### src/hdl/tor_pkg.sv
// shared types, byte codes and reply tables for the telnet option responder
`default_nettype none
package tor_pkg;

   // telnet command bytes
   localparam logic [7:0] B_IAC  = 8'd255;
   localparam logic [7:0] B_DONT = 8'd254;
   localparam logic [7:0] B_DO   = 8'd253;
   localparam logic [7:0] B_WONT = 8'd252;
   localparam logic [7:0] B_WILL = 8'd251;
   localparam logic [7:0] B_SB   = 8'd250;
   localparam logic [7:0] B_SE   = 8'd240;

   // option codes
   localparam logic [7:0] OPT_ECHO    = 8'd1;
   localparam logic [7:0] OPT_STATUS  = 8'd5;
   localparam logic [7:0] OPT_TTYPE   = 8'd24;
   localparam logic [7:0] OPT_NAWS    = 8'd31;
   localparam logic [7:0] OPT_AUTH    = 8'd37;
   localparam logic [7:0] OPT_ENCRYPT = 8'd38;

   // zmodem start pattern bytes
   localparam logic [7:0] CH_STAR = 8'h2A;
   localparam logic [7:0] CH_CAN  = 8'h18;
   localparam logic [7:0] CH_B    = 8'h42;
   localparam logic [7:0] CH_ZERO = 8'h30;

   localparam int unsigned CNT_W = 4;
   localparam logic [CNT_W-1:0] START_COUNT = 4'd15;

   // result kinds
   localparam logic [1:0] KIND_DISPLAY = 2'd0;
   localparam logic [1:0] KIND_SEND    = 2'd1;
   localparam logic [1:0] KIND_START   = 2'd2;

   // step counter over the results of one job (at most 11)
   localparam int unsigned STEP_W = 4;
   localparam logic [STEP_W-1:0] TTYPE_LEN = 4'd11;
   localparam logic [STEP_W-1:0] REPLY_LEN = 4'd3;
   localparam logic [STEP_W-1:0] OFFER_LEN = 4'd6;

   // one queued job: a plain byte or an option reply
   typedef struct packed {
      logic       is_option;
      logic       start_evt;   // plain: start event before display
      logic       show;        // plain: display the byte
      logic       reply;       // option: three-byte refusal
      logic       reply_wont;  // option: refusal verb is WONT, else DONT
      logic       offer;       // option: WILL NAWS and WILL TTYPE offer
      logic       ttype;       // option: terminal-type subnegotiation
      logic [7:0] data;        // plain byte or option code
   } job_type;

   // terminal-type reply: IAC SB TTYPE IS "vt100" IAC SE
   function automatic logic [7:0] ttype_byte(input logic [STEP_W-1:0] idx);
      logic [7:0] b;
      begin
         case (idx)
            4'd0:    b = B_IAC;
            4'd1:    b = B_SB;
            4'd2:    b = OPT_TTYPE;
            4'd3:    b = 8'd0;
            4'd4:    b = 8'h76;
            4'd5:    b = 8'h74;
            4'd6:    b = 8'h31;
            4'd7:    b = 8'h30;
            4'd8:    b = 8'h30;
            4'd9:    b = B_IAC;
            4'd10:   b = B_SE;
            default: b = 8'd0;
         endcase
         return b;
      end
   endfunction

   // option offer: IAC WILL NAWS IAC WILL TTYPE
   function automatic logic [7:0] offer_byte(input logic [2:0] idx);
      logic [7:0] b;
      begin
         case (idx)
            3'd0:    b = B_IAC;
            3'd1:    b = B_WILL;
            3'd2:    b = OPT_NAWS;
            3'd3:    b = B_IAC;
            3'd4:    b = B_WILL;
            3'd5:    b = OPT_TTYPE;
            default: b = 8'd0;
         endcase
         return b;
      end
   endfunction

endpackage
`default_nettype wire

### src/hdl/telnet_option_responder_core.sv
// top level of the telnet option responder with zmodem start detection
//
// Input channel req_*: one received byte per transaction (req_rx_byte).
// Result channel rsp_*: kind (display, send to remote, start receive), a
// data byte and a flag on the last result caused by an input byte.
// Both channels use valid/stall; a transaction moves when valid is high
// and stall is low. csr_wr_en writes csr_wr_data into the auto-detect
// enable bit (reset value 1); with it clear bytes are taken and dropped.
// The front part takes one byte per cycle while req_stall is low and
// pushes a job for each byte with results into a queue of QUEUE_DEPTH
// entries; req_stall is high only while that queue is full.
// The back part emits one result per cycle from the queue head while
// rsp_stall allows, through an output register: the first result of a
// byte passes through the queue and then the output register to rsp_*.
// A plain byte gives at most one result, so plain bytes keep one byte
// per cycle; the byte that completes the zmodem pattern gives a start
// result and, with display on, a display result. An option reply gives
// 3 results for a refusal, up to 9 with the offer, 11 for terminal-type.
// While rsp_stall is high the output register holds and the queue fills.
// Synchronous reset empties the queue and returns all negotiation state
// to idle with display enabled.
`default_nettype none
module telnet_option_responder_core #(
   parameter int unsigned QUEUE_DEPTH = 4
) (
   input  wire logic       clock,
   input  wire logic       reset,
   input  wire logic       req_valid,
   output logic            req_stall,
   input  wire logic [7:0] req_rx_byte,
   output logic            rsp_valid,
   input  wire logic       rsp_stall,
   output logic [1:0]      rsp_kind,
   output logic [7:0]      rsp_data_byte,
   output logic            rsp_last_of_run,
   input  wire logic       csr_wr_en,
   input  wire logic       csr_wr_data
);
   import tor_pkg::*;

   logic    auto_detect_enable_ff;
   logic    push;
   logic    pop;
   logic    queue_full;
   logic    queue_empty;
   job_type push_job;
   job_type head_job;

   // configuration register
   always_ff @(posedge clock) begin
      if (reset) begin
         auto_detect_enable_ff <= 1'b1;
      end else if (csr_wr_en) begin
         auto_detect_enable_ff <= csr_wr_data;
      end
   end

   // byte parser
   tor_front u_front (
      .clock       (clock),
      .reset       (reset),
      .enable      (auto_detect_enable_ff),
      .req_valid   (req_valid),
      .req_rx_byte (req_rx_byte),
      .req_stall   (req_stall),
      .queue_full  (queue_full),
      .push        (push),
      .push_job    (push_job)
   );

   // job queue
   tor_queue #(
      .DEPTH (QUEUE_DEPTH)
   ) u_queue (
      .clock    (clock),
      .reset    (reset),
      .push     (push),
      .push_job (push_job),
      .pop      (pop),
      .head_job (head_job),
      .full     (queue_full),
      .empty    (queue_empty)
   );

   // result sequencer
   tor_back u_back (
      .clock           (clock),
      .reset           (reset),
      .head_job        (head_job),
      .head_valid      (!queue_empty),
      .pop             (pop),
      .rsp_valid       (rsp_valid),
      .rsp_stall       (rsp_stall),
      .rsp_kind        (rsp_kind),
      .rsp_data_byte   (rsp_data_byte),
      .rsp_last_of_run (rsp_last_of_run)
   );

endmodule
`default_nettype wire

### src/hdl/tor_front.sv
// front part: accepts received bytes, tracks negotiation state, builds jobs
`default_nettype none
module tor_front (
   input  wire logic            clock,
   input  wire logic            reset,
   input  wire logic            enable,
   input  wire logic            req_valid,
   input  wire logic [7:0]      req_rx_byte,
   output logic                 req_stall,
   input  wire logic            queue_full,
   output logic                 push,
   output tor_pkg::job_type     push_job
);
   import tor_pkg::*;

   typedef enum logic [1:0] {
      PH_IDLE   = 2'd0,
      PH_VERB   = 2'd1,
      PH_OPTION = 2'd2
   } phase_type;

   phase_type        phase_ff, phase_in;
   logic             verb_dont_ff, verb_dont_in;
   logic             verb_do_ff, verb_do_in;
   logic             verb_will_ff, verb_will_in;
   logic             sub_seen_ff, sub_seen_in;
   logic             show_ff, show_in;
   logic             offer_sent_ff, offer_sent_in;
   logic [CNT_W-1:0] count_ff, count_in;
   logic [CNT_W-1:0] zero_cnt;
   logic             accept;
   logic             has_result;
   job_type          job;

   assign req_stall = queue_full;
   assign accept    = req_valid && !req_stall;

   // count step for a '0' byte of the start pattern
   assign zero_cnt = (count_ff > 4'd3 && count_ff < START_COUNT) ? count_ff + 4'd1 : count_ff;

   // classify the byte and work out next state and the job
   always_comb begin
      phase_in      = phase_ff;
      verb_dont_in  = verb_dont_ff;
      verb_do_in    = verb_do_ff;
      verb_will_in  = verb_will_ff;
      sub_seen_in   = sub_seen_ff;
      show_in       = show_ff;
      offer_sent_in = offer_sent_ff;
      count_in      = count_ff;
      job           = '0;
      job.data      = req_rx_byte;
      has_result    = 1'b0;
      unique case (phase_ff)
         PH_VERB: begin
            verb_dont_in = (req_rx_byte == B_DONT);
            verb_will_in = (req_rx_byte == B_WILL);
            verb_do_in   = (req_rx_byte == B_DO);
            if (req_rx_byte == B_SB) begin
               sub_seen_in = 1'b1;
            end
            phase_in = PH_OPTION;
         end
         PH_OPTION: begin
            phase_in      = PH_IDLE;
            show_in       = 1'b1;
            job.is_option = 1'b1;
            case (req_rx_byte) inside
               OPT_ECHO: begin
                  if (verb_dont_ff && !verb_do_ff && !verb_will_ff) begin
                     show_in = 1'b0;
                  end
                  job.reply      = verb_do_ff;
                  job.reply_wont = 1'b1;
               end
               OPT_AUTH, OPT_ENCRYPT: begin
                  job.reply      = verb_do_ff || verb_will_ff;
                  job.reply_wont = verb_do_ff;
               end
               OPT_STATUS: begin
                  job.reply      = verb_will_ff || verb_do_ff || verb_dont_ff;
                  job.reply_wont = verb_will_ff || verb_do_ff;
               end
               OPT_NAWS: begin
               end
               OPT_TTYPE: begin
                  job.ttype = offer_sent_ff && sub_seen_ff;
               end
               default: begin
                  job.reply      = verb_will_ff || verb_do_ff;
                  job.reply_wont = verb_do_ff;
                  job.offer      = !offer_sent_ff;
                  offer_sent_in  = 1'b1;
               end
            endcase
            has_result = job.reply || job.offer || job.ttype;
         end
         default: begin
            case (req_rx_byte)
               B_IAC: begin
                  phase_in = PH_VERB;
                  show_in  = 1'b0;
                  count_in = '0;
               end
               CH_STAR: count_in = (count_ff <= 4'd1) ? count_ff + 4'd1 : '0;
               CH_CAN:  count_in = (count_ff == 4'd2) ? 4'd3 : '0;
               CH_B:    count_in = (count_ff == 4'd3) ? 4'd4 : '0;
               CH_ZERO: begin
                  if (zero_cnt == START_COUNT) begin
                     job.start_evt = 1'b1;
                     count_in      = '0;
                  end else begin
                     count_in = zero_cnt;
                  end
               end
               default: begin
               end
            endcase
            job.show   = show_in;
            has_result = job.show || job.start_evt;
         end
      endcase
   end

   assign push     = accept && enable && has_result;
   assign push_job = job;

   // negotiation state
   always_ff @(posedge clock) begin
      if (reset) begin
         phase_ff      <= PH_IDLE;
         verb_dont_ff  <= 1'b0;
         verb_do_ff    <= 1'b0;
         verb_will_ff  <= 1'b0;
         sub_seen_ff   <= 1'b0;
         show_ff       <= 1'b1;
         offer_sent_ff <= 1'b0;
         count_ff      <= '0;
      end else if (accept && enable) begin
         phase_ff      <= phase_in;
         verb_dont_ff  <= verb_dont_in;
         verb_do_ff    <= verb_do_in;
         verb_will_ff  <= verb_will_in;
         sub_seen_ff   <= sub_seen_in;
         show_ff       <= show_in;
         offer_sent_ff <= offer_sent_in;
         count_ff      <= count_in;
      end
   end

endmodule
`default_nettype wire

### src/hdl/tor_queue.sv
// job queue between front and back parts
`default_nettype none
module tor_queue #(
   parameter int unsigned DEPTH = 4
) (
   input  wire logic             clock,
   input  wire logic             reset,
   input  wire logic             push,
   input  wire tor_pkg::job_type push_job,
   input  wire logic             pop,
   output tor_pkg::job_type      head_job,
   output logic                  full,
   output logic                  empty
);
   import tor_pkg::*;

   localparam int unsigned AW = (DEPTH > 1) ? $clog2(DEPTH) : 1;
   localparam int unsigned CW = $clog2(DEPTH + 1);
   localparam logic [AW-1:0] LAST_PTR = AW'(DEPTH - 1);
   localparam logic [CW-1:0] DEPTH_CNT = CW'(DEPTH);

   job_type        store_ff [DEPTH];
   logic [AW-1:0]  wr_ptr_ff, wr_ptr_in;
   logic [AW-1:0]  rd_ptr_ff, rd_ptr_in;
   logic [CW-1:0]  count_ff, count_in;

   assign full     = (count_ff == DEPTH_CNT);
   assign empty    = (count_ff == '0);
   assign head_job = store_ff[rd_ptr_ff];

   // pointer and fill count update
   always_comb begin
      wr_ptr_in = wr_ptr_ff;
      rd_ptr_in = rd_ptr_ff;
      count_in  = count_ff;
      if (push) begin
         wr_ptr_in = (wr_ptr_ff == LAST_PTR) ? '0 : wr_ptr_ff + 1'b1;
      end
      if (pop) begin
         rd_ptr_in = (rd_ptr_ff == LAST_PTR) ? '0 : rd_ptr_ff + 1'b1;
      end
      if (push && !pop) begin
         count_in = count_ff + 1'b1;
      end else if (pop && !push) begin
         count_in = count_ff - 1'b1;
      end
   end

   always_ff @(posedge clock) begin
      if (reset) begin
         wr_ptr_ff <= '0;
         rd_ptr_ff <= '0;
         count_ff  <= '0;
      end else begin
         wr_ptr_ff <= wr_ptr_in;
         rd_ptr_ff <= rd_ptr_in;
         count_ff  <= count_in;
      end
   end

   // job storage
   always_ff @(posedge clock) begin
      if (push) begin
         store_ff[wr_ptr_ff] <= push_job;
      end
   end

   // no overflow, no underflow, count in range
   a_no_overflow: assert property (@(posedge clock) disable iff (reset)
      push |-> !full) else $error("job pushed into full queue");
   a_no_underflow: assert property (@(posedge clock) disable iff (reset)
      pop |-> !empty) else $error("job popped from empty queue");
   a_count_range: assert property (@(posedge clock) disable iff (reset)
      count_ff <= DEPTH_CNT) else $error("queue count out of range");

endmodule
`default_nettype wire

### src/hdl/tor_back.sv
// back part: expands queued jobs into result transactions
`default_nettype none
module tor_back (
   input  wire logic             clock,
   input  wire logic             reset,
   input  wire tor_pkg::job_type head_job,
   input  wire logic             head_valid,
   output logic                  pop,
   output logic                  rsp_valid,
   input  wire logic             rsp_stall,
   output logic [1:0]            rsp_kind,
   output logic [7:0]            rsp_data_byte,
   output logic                  rsp_last_of_run
);
   import tor_pkg::*;

   logic [STEP_W-1:0] step_ff, step_in;
   logic [STEP_W-1:0] n_items;
   logic [2:0]        offer_idx;
   logic              valid_ff;
   logic [1:0]        kind_ff, kind_in;
   logic [7:0]        data_ff, data_in;
   logic              last_ff, last_in;
   logic              load;

   // number of results in the head job
   always_comb begin
      if (!head_job.is_option) begin
         n_items = STEP_W'(head_job.start_evt) + STEP_W'(head_job.show);
      end else if (head_job.ttype) begin
         n_items = TTYPE_LEN;
      end else begin
         n_items = (head_job.reply ? REPLY_LEN : '0) + (head_job.offer ? OFFER_LEN : '0);
      end
   end

   // offer position, wraps within three bits
   assign offer_idx = step_ff[2:0] - (head_job.reply ? REPLY_LEN[2:0] : 3'd0);

   // result at the current step
   always_comb begin
      kind_in = KIND_SEND;
      data_in = head_job.data;
      last_in = (step_ff == n_items - 1'b1);
      if (!head_job.is_option) begin
         if (head_job.start_evt && step_ff == '0) begin
            kind_in = KIND_START;
            data_in = 8'd0;
         end else begin
            kind_in = KIND_DISPLAY;
         end
      end else if (head_job.ttype) begin
         data_in = ttype_byte(step_ff);
      end else if (head_job.reply && step_ff < REPLY_LEN) begin
         case (step_ff[1:0])
            2'd0:    data_in = B_IAC;
            2'd1:    data_in = head_job.reply_wont ? B_WONT : B_DONT;
            default: data_in = head_job.data;
         endcase
      end else begin
         data_in = offer_byte(offer_idx);
      end
   end

   assign load    = head_valid && (!valid_ff || !rsp_stall);
   assign pop     = load && last_in;
   assign step_in = last_in ? '0 : step_ff + 1'b1;

   // step counter and output register
   always_ff @(posedge clock) begin
      if (reset) begin
         step_ff  <= '0;
         valid_ff <= 1'b0;
      end else if (load) begin
         step_ff  <= step_in;
         valid_ff <= 1'b1;
      end else if (!rsp_stall) begin
         valid_ff <= 1'b0;
      end
   end

   always_ff @(posedge clock) begin
      if (load) begin
         kind_ff <= kind_in;
         data_ff <= data_in;
         last_ff <= last_in;
      end
   end

   assign rsp_valid       = valid_ff;
   assign rsp_kind        = kind_ff;
   assign rsp_data_byte   = data_ff;
   assign rsp_last_of_run = last_ff;

endmodule
`default_nettype wire
### config.mk
export PLATFORM = sky130hd
export DESIGN_NAME = telnet_option_responder_core
export DESIGN_NICKNAME = d
export VERILOG_FILES = /design/src/hdl/tor_pkg.sv /design/src/hdl/telnet_option_responder_core.sv /design/src/hdl/tor_front.sv /design/src/hdl/tor_queue.sv /design/src/hdl/tor_back.sv
export SDC_FILE = /design/constraint.sdc
export NUM_CORES = 1
export LEC_CHECK = 0
export ABC_CLOCK_PERIOD_IN_PS = 5150
export BUFFER_PORTS_ARGS = -buffer_cell sky130_fd_sc_hd__buf_2
export CAP_MARGIN = 20
export CORE_AREA = 4 4 114 116
export DETAILED_ROUTE_END_ITERATION = 7
export DIE_AREA = 0 0 118 120
export PLACE_DENSITY = 0.66
export SLEW_MARGIN = 20
export SYNTH_ARGS = -nofsm -noshare
export SYNTH_HDL_FRONTEND = slang
export SYNTH_SLANG_ARGS = --single-unit
### constraint.sdc
create_clock -name clock -period 5.15 [get_ports clock]
set_clock_uncertainty 0.2 [all_clocks]
set_input_delay 0.2575 -clock clock [delete_from_list [all_inputs] [get_ports clock]]
set_output_delay 0.2575 -clock clock [all_outputs]
set_load 0.005 [all_outputs]
## Yosys cells after proc, flatten, opt, wreduce, memory -nomap -nowiden

Memory sizes are Yosys's and may differ from the RTL's. A register that Yosys moved wholly into a read port is not among the register bits.
Index checks and enable logic that the tools add are counted.
W data, S select, Z words.

- Register bits: 36
- RAM bits: 60
- Memory bits (read-only): 128
- Output and inout port bits: 13
- Logic and storage cells: 179
- Memories kept: 2

- Add/sub/neg operators: 10
- $lt $le $gt $ge: 4
- Equality and inequality tests: 30
- Mux-type cells: 64
- Bitwise gates (word level): 7
- Reductions and logical operators: 45

Memories:

| memory | words | bits a word | rd ports | clocked after memory_dff | write ports | RTL line | text |
|---|---|---|---|---|---|---|---|
| (name not given) | 16 | 8 | 1 | 1 | 0 | tor_pkg.sv:58 | `case (idx)` |
| u_queue.store_ff | 4 | 15 | 1 | 1 | 1 | tor_queue.sv:22 | `job_type store_ff [DEPTH];` |

Operator list:

| operator | count |
|---|---|
| $eq A8 B8 Y1 const B | 5 |
| $mux W4 | 9 |
| $mux W2 | 17 |
| $eq A8 B6 Y1 const B | 4 |
| $mux W8 | 4 |
| $pmux W8 S4 | 1 |
| $mux W1 | 24 |
| $pmux W4 S5 | 1 |
| $eq A8 B5 Y1 const B | 2 |
| $pmux W8 S2 | 1 |
| $logic_and A1 B1 Y1 | 13 |
| $mux W3 | 4 |
| $eq A3 B3 Y1 const B | 3 |
| $logic_not A1 Y1 | 9 |
| $add A4 B1 Y4 const B | 2 |
| $eq A4 B2 Y1 const B | 2 |
| $eq A8 B1 Y1 const B | 1 |
| $eq A8 B3 Y1 const B | 1 |
| $eq A8 B7 Y1 const B | 1 |
| $reduce_or A2 Y1 | 4 |
| $not A1 Y1 | 7 |
| $reduce_and A7 Y1 | 1 |
| $eq A2 B2 Y1 const B | 3 |
| $eq A3 B2 Y1 const B | 2 |
| 27 further kinds | 39 |

## Longest topological paths before layout

- Word-level depth: 15
- Gate-level depth with buffers: 17
- Depth with buffers taken out: 16

## Modules after synthesis

From an unflattened synthesis, not the netlist that was laid out.

- Cell total of the unflattened synthesis: 453
- Area, all modules: 5426.5 um^2

Modules (own cells, without submodules):

| module | instances | cells an instance | area an instance (um^2) | sequential area each (um^2) |
|---|---|---|---|---|
| tor_queue | 1 | 122 | 2635.0 | 1981.9 |
| tor_back | 1 | 175 | 1589.0 | 590.6 |
| tor_front | 1 | 152 | 1163.6 | 240.2 |
| telnet_option_responder_core | 1 | 4 | 38.8 | 20.0 |

## Worst setup path before layout

No wires, ideal clock.

- Kind: register -> register
- From: reg (tool-made name)
- To: reg u_queue.count_ff[2]
- Setup time: 70 ps
- Arrival: 4232 ps
- Setup slack: 647 ps
- Stages on the path, launching flop included: 18
- Path buffers: 2
- Clock period less this slack: 4503 ps
- Cells stage by stage: dfxtp_1 -> buf_2 -> buf_1 -> mux4_2 -> ha_1 -> nand2_1 -> o221a_2 -> o21a_1 -> o211a_1 -> o32ai_4 -> nor2_1 -> inv_1 -> ha_1 -> inv_1 -> fa_1 -> xor2_1 -> or3_1 -> a21oi_1

RTL lines:

| item | RTL line | text |
|---|---|---|
| end signal, assigned | tor_queue.sv:57 | `count_ff <= count_in;` |
| end, declared | tor_queue.sv:25 | `logic [CW-1:0] count_ff, count_in;` |

==> metrics <==
status=finished clean; wirelength, routed=between 10 and 15 mm; post-CTS setup buffers=0; RSZ-0062 raised after global routing=false; CTS buffer count=9; asr flop ratio synth=0%; Setup CP Type=reg2reg; WP buf/inv=3; GP Congestion=around 0.86; Main synth FF type=edfxtp_1; Final TNS setup=0 ns; element type at the critical path start=register; worst hold slack=0.03924 ns; post-route ant nets=0; Residual DRC=0; Syn Area/Cell=11.43 sq um; placed inst area=5512 sq um; max_cap viols=0; ant diodes=0; leakage power=between 2 and 2.5 nW; via count of the first global-routing pass=3532; Hold Violations, Final=0; GRT Util Overall=14.92%; Root Driver=clkbuf_16; core area=roughly 12000 sq um; 1st-pass router iterations=4; fmax=between 200 and 250 MHz; number of synthesized flops with an enable pin=71; pwr dens=roughly 470 nW/um^2; CP Cell Sequence=mux4_2, inv_1, ha_1, nand2_1, o22a_1, o21ai_1, and4_1, o32ai_4, nor2_1, inv_1, ha_1, inv_1, fa_1, xor2_1, or3_1, a21oi_1; port bufs=26; Final #Nets=525; Top Ports=27; die area=14160 sq um; row cnt=40; Chip Width=around 120 um; crit-path max cell delay=0.62 ns; Final Critical Period=4.339 ns; Die Y=about 120 um; htree depth=3; Yosys reg bits=around 110; Worst EP arrival=4.41 ns; Slew Viols, Final=0; crit path capture type=register; CP top delay family=adder cells; critical path fanouts, max=8; fin area=5884 sq um; Slew HR=45.32%; Slowest-stage cell, CP=mux4_2; Detailed Place HPWL=about 7.3 mm; VDD IR max=0.0001578 V; placed cells=618; Setup WS post-layout=0.8109 ns; share of post-route cells with drive strength above 1=between 10% and 20%; Vias=approximately 3.6k; Clock Path Buffers=2; Most common cell on crit path=inv_1; P&R area growth vs syn=11.95%; Starting Density=44.13%; Remaining Overflow, GRT=0; Synth Warn #=0; largest net degree at the start of global routing=28; initial antenna violation count=0; Reg clk slew, reported paths=approximately 0.08 ns; CTS tree=done; synthesized cell area=5256 sq um; drt wl/cell=15.86 um; final non-filler cell total=638; most common cell after layout, fill and taps aside=edfxtp_1; number of vias per cell=~5.6; worst slack, placed=0.8271 ns; post-synth cell types=61; worst hold path type=in2reg; Clock Latency Late Sink=roughly 0.34 ns; Syn Nets=499; Core Util, Final=about half; sequential share of the synthesized area=53.89%; CTS resizes=0; Power Total=2.785 mW; Worst Max-Slew Pin Slew=0.7974 ns; WP data required=~5.2 ns; Post-Syn Instances=460; CTS sink cnt=106; most frequent cells in the layout=edfxtp_1, nor2_1, nand2_1, dfxtp_1, buf_2; Initial DRC Count=215; Final Setup Violations=0; first-pass GRT wire length=around 17 mm; final worst path period share=between 80% and 90%
-- layer usage --
layer	vias to the layer above	track usage (%)	share of wire, %
met5	-	0	0
met4	0	3.956	1.1
met3	10	2.545	2.9
met2	67	27.31	52
met1	1734	18.23	44
li1	1766	-	-
-- Yosys cell counts, types with 5 or more instances --
library cell  instances  area [sq um]
edfxtp_1             71          2132
nor2_1               47         176.4
nand2_1              38         142.6
dfxtp_1              35         700.7
a21oi_1              25         125.1
inv_1                24         90.09
ha_1                 23         287.8
o21ai_0              23         115.1
mux4_2               15         337.8
o211ai_1             13         97.59
nand3_1              11         55.05
clkbuf_1             10         37.54
nor3_1                8         40.04
nand4_1               7         43.79
and2_1                6         37.54
and3_1                6         37.54
mux2i_1               6         60.06
nor2b_1               6         37.54
nand2b_1              5         31.28
xnor2_1               5         43.79
-- report_power, final --
part	internal (mW)	switching, mW
registers	1.07	0.0663
clock network	0.395	0.325
logic	0.380	0.546
total	1.85	0.938
-- state kept, by name (all words and copies together) (netlist names), 2 cells and up, named ones only --
signal,flops
u_queue.count_ff,3
u_front.count_ff,4
u_back.step_ff,4
u_back.rsp_data_byte,8
u_queue.rd_ptr_ff,2
u_front.phase_ff,2
u_back.rsp_kind,2
u_queue.wr_ptr_ff,2
u_queue.store_ff,60
-- cell families (layout without fill, tap and decap cells) --
logic type,count (synthesis),in the layout,synth area share (%)
buffers and inverters,43,74,3.261
multiplexers,23,23,7.998
adder cells (fa/ha/maj),25,25,6.237
AND/OR/NAND/NOR,155,155,14.59
flip-flops,106,106,53.89
AO/OA/AOI/OAI,99,99,12.52
XOR/XNOR,9,9,1.500
-- final timing paths --
kind	from	endpoint	slack, ns	cells after the start
worst min register to register	u_front.show_ff$_SDFFE_PP1P_	u_front.show_ff$_SDFFE_PP1P_	0.26	2
worst max-delay path	register	u_queue.count_ff[2]$_SDFFE_PP0P_	0.81	16
worst max register to register	register	u_queue.count_ff[2]$_SDFFE_PP0P_	0.81	16
worst min-delay path	req_rx_byte[6]	u_queue.store_ff[2][6]$_DFFE_PP_	0.04	1
-- what timing repair did --
item                                    CTS  global route
hold buffers                              4             0
endpoints found under the hold margin     6             0
endpoints found under the setup margin    0             0
-- layout make-up --
type / instances / area, sq um
inverters: 26 / 97.59
multi-input cells: 311 / 2252
well taps: 147 / 183.9
fillers: 1038 / 6027
flip-flops and latches: 106 / 2833
clock inverters: 7 / 107.6
repair buffers: 32 / 185.2
clock buffers: 9 / 225.2
No activity file was read; power rests on OpenSTA's default activity.
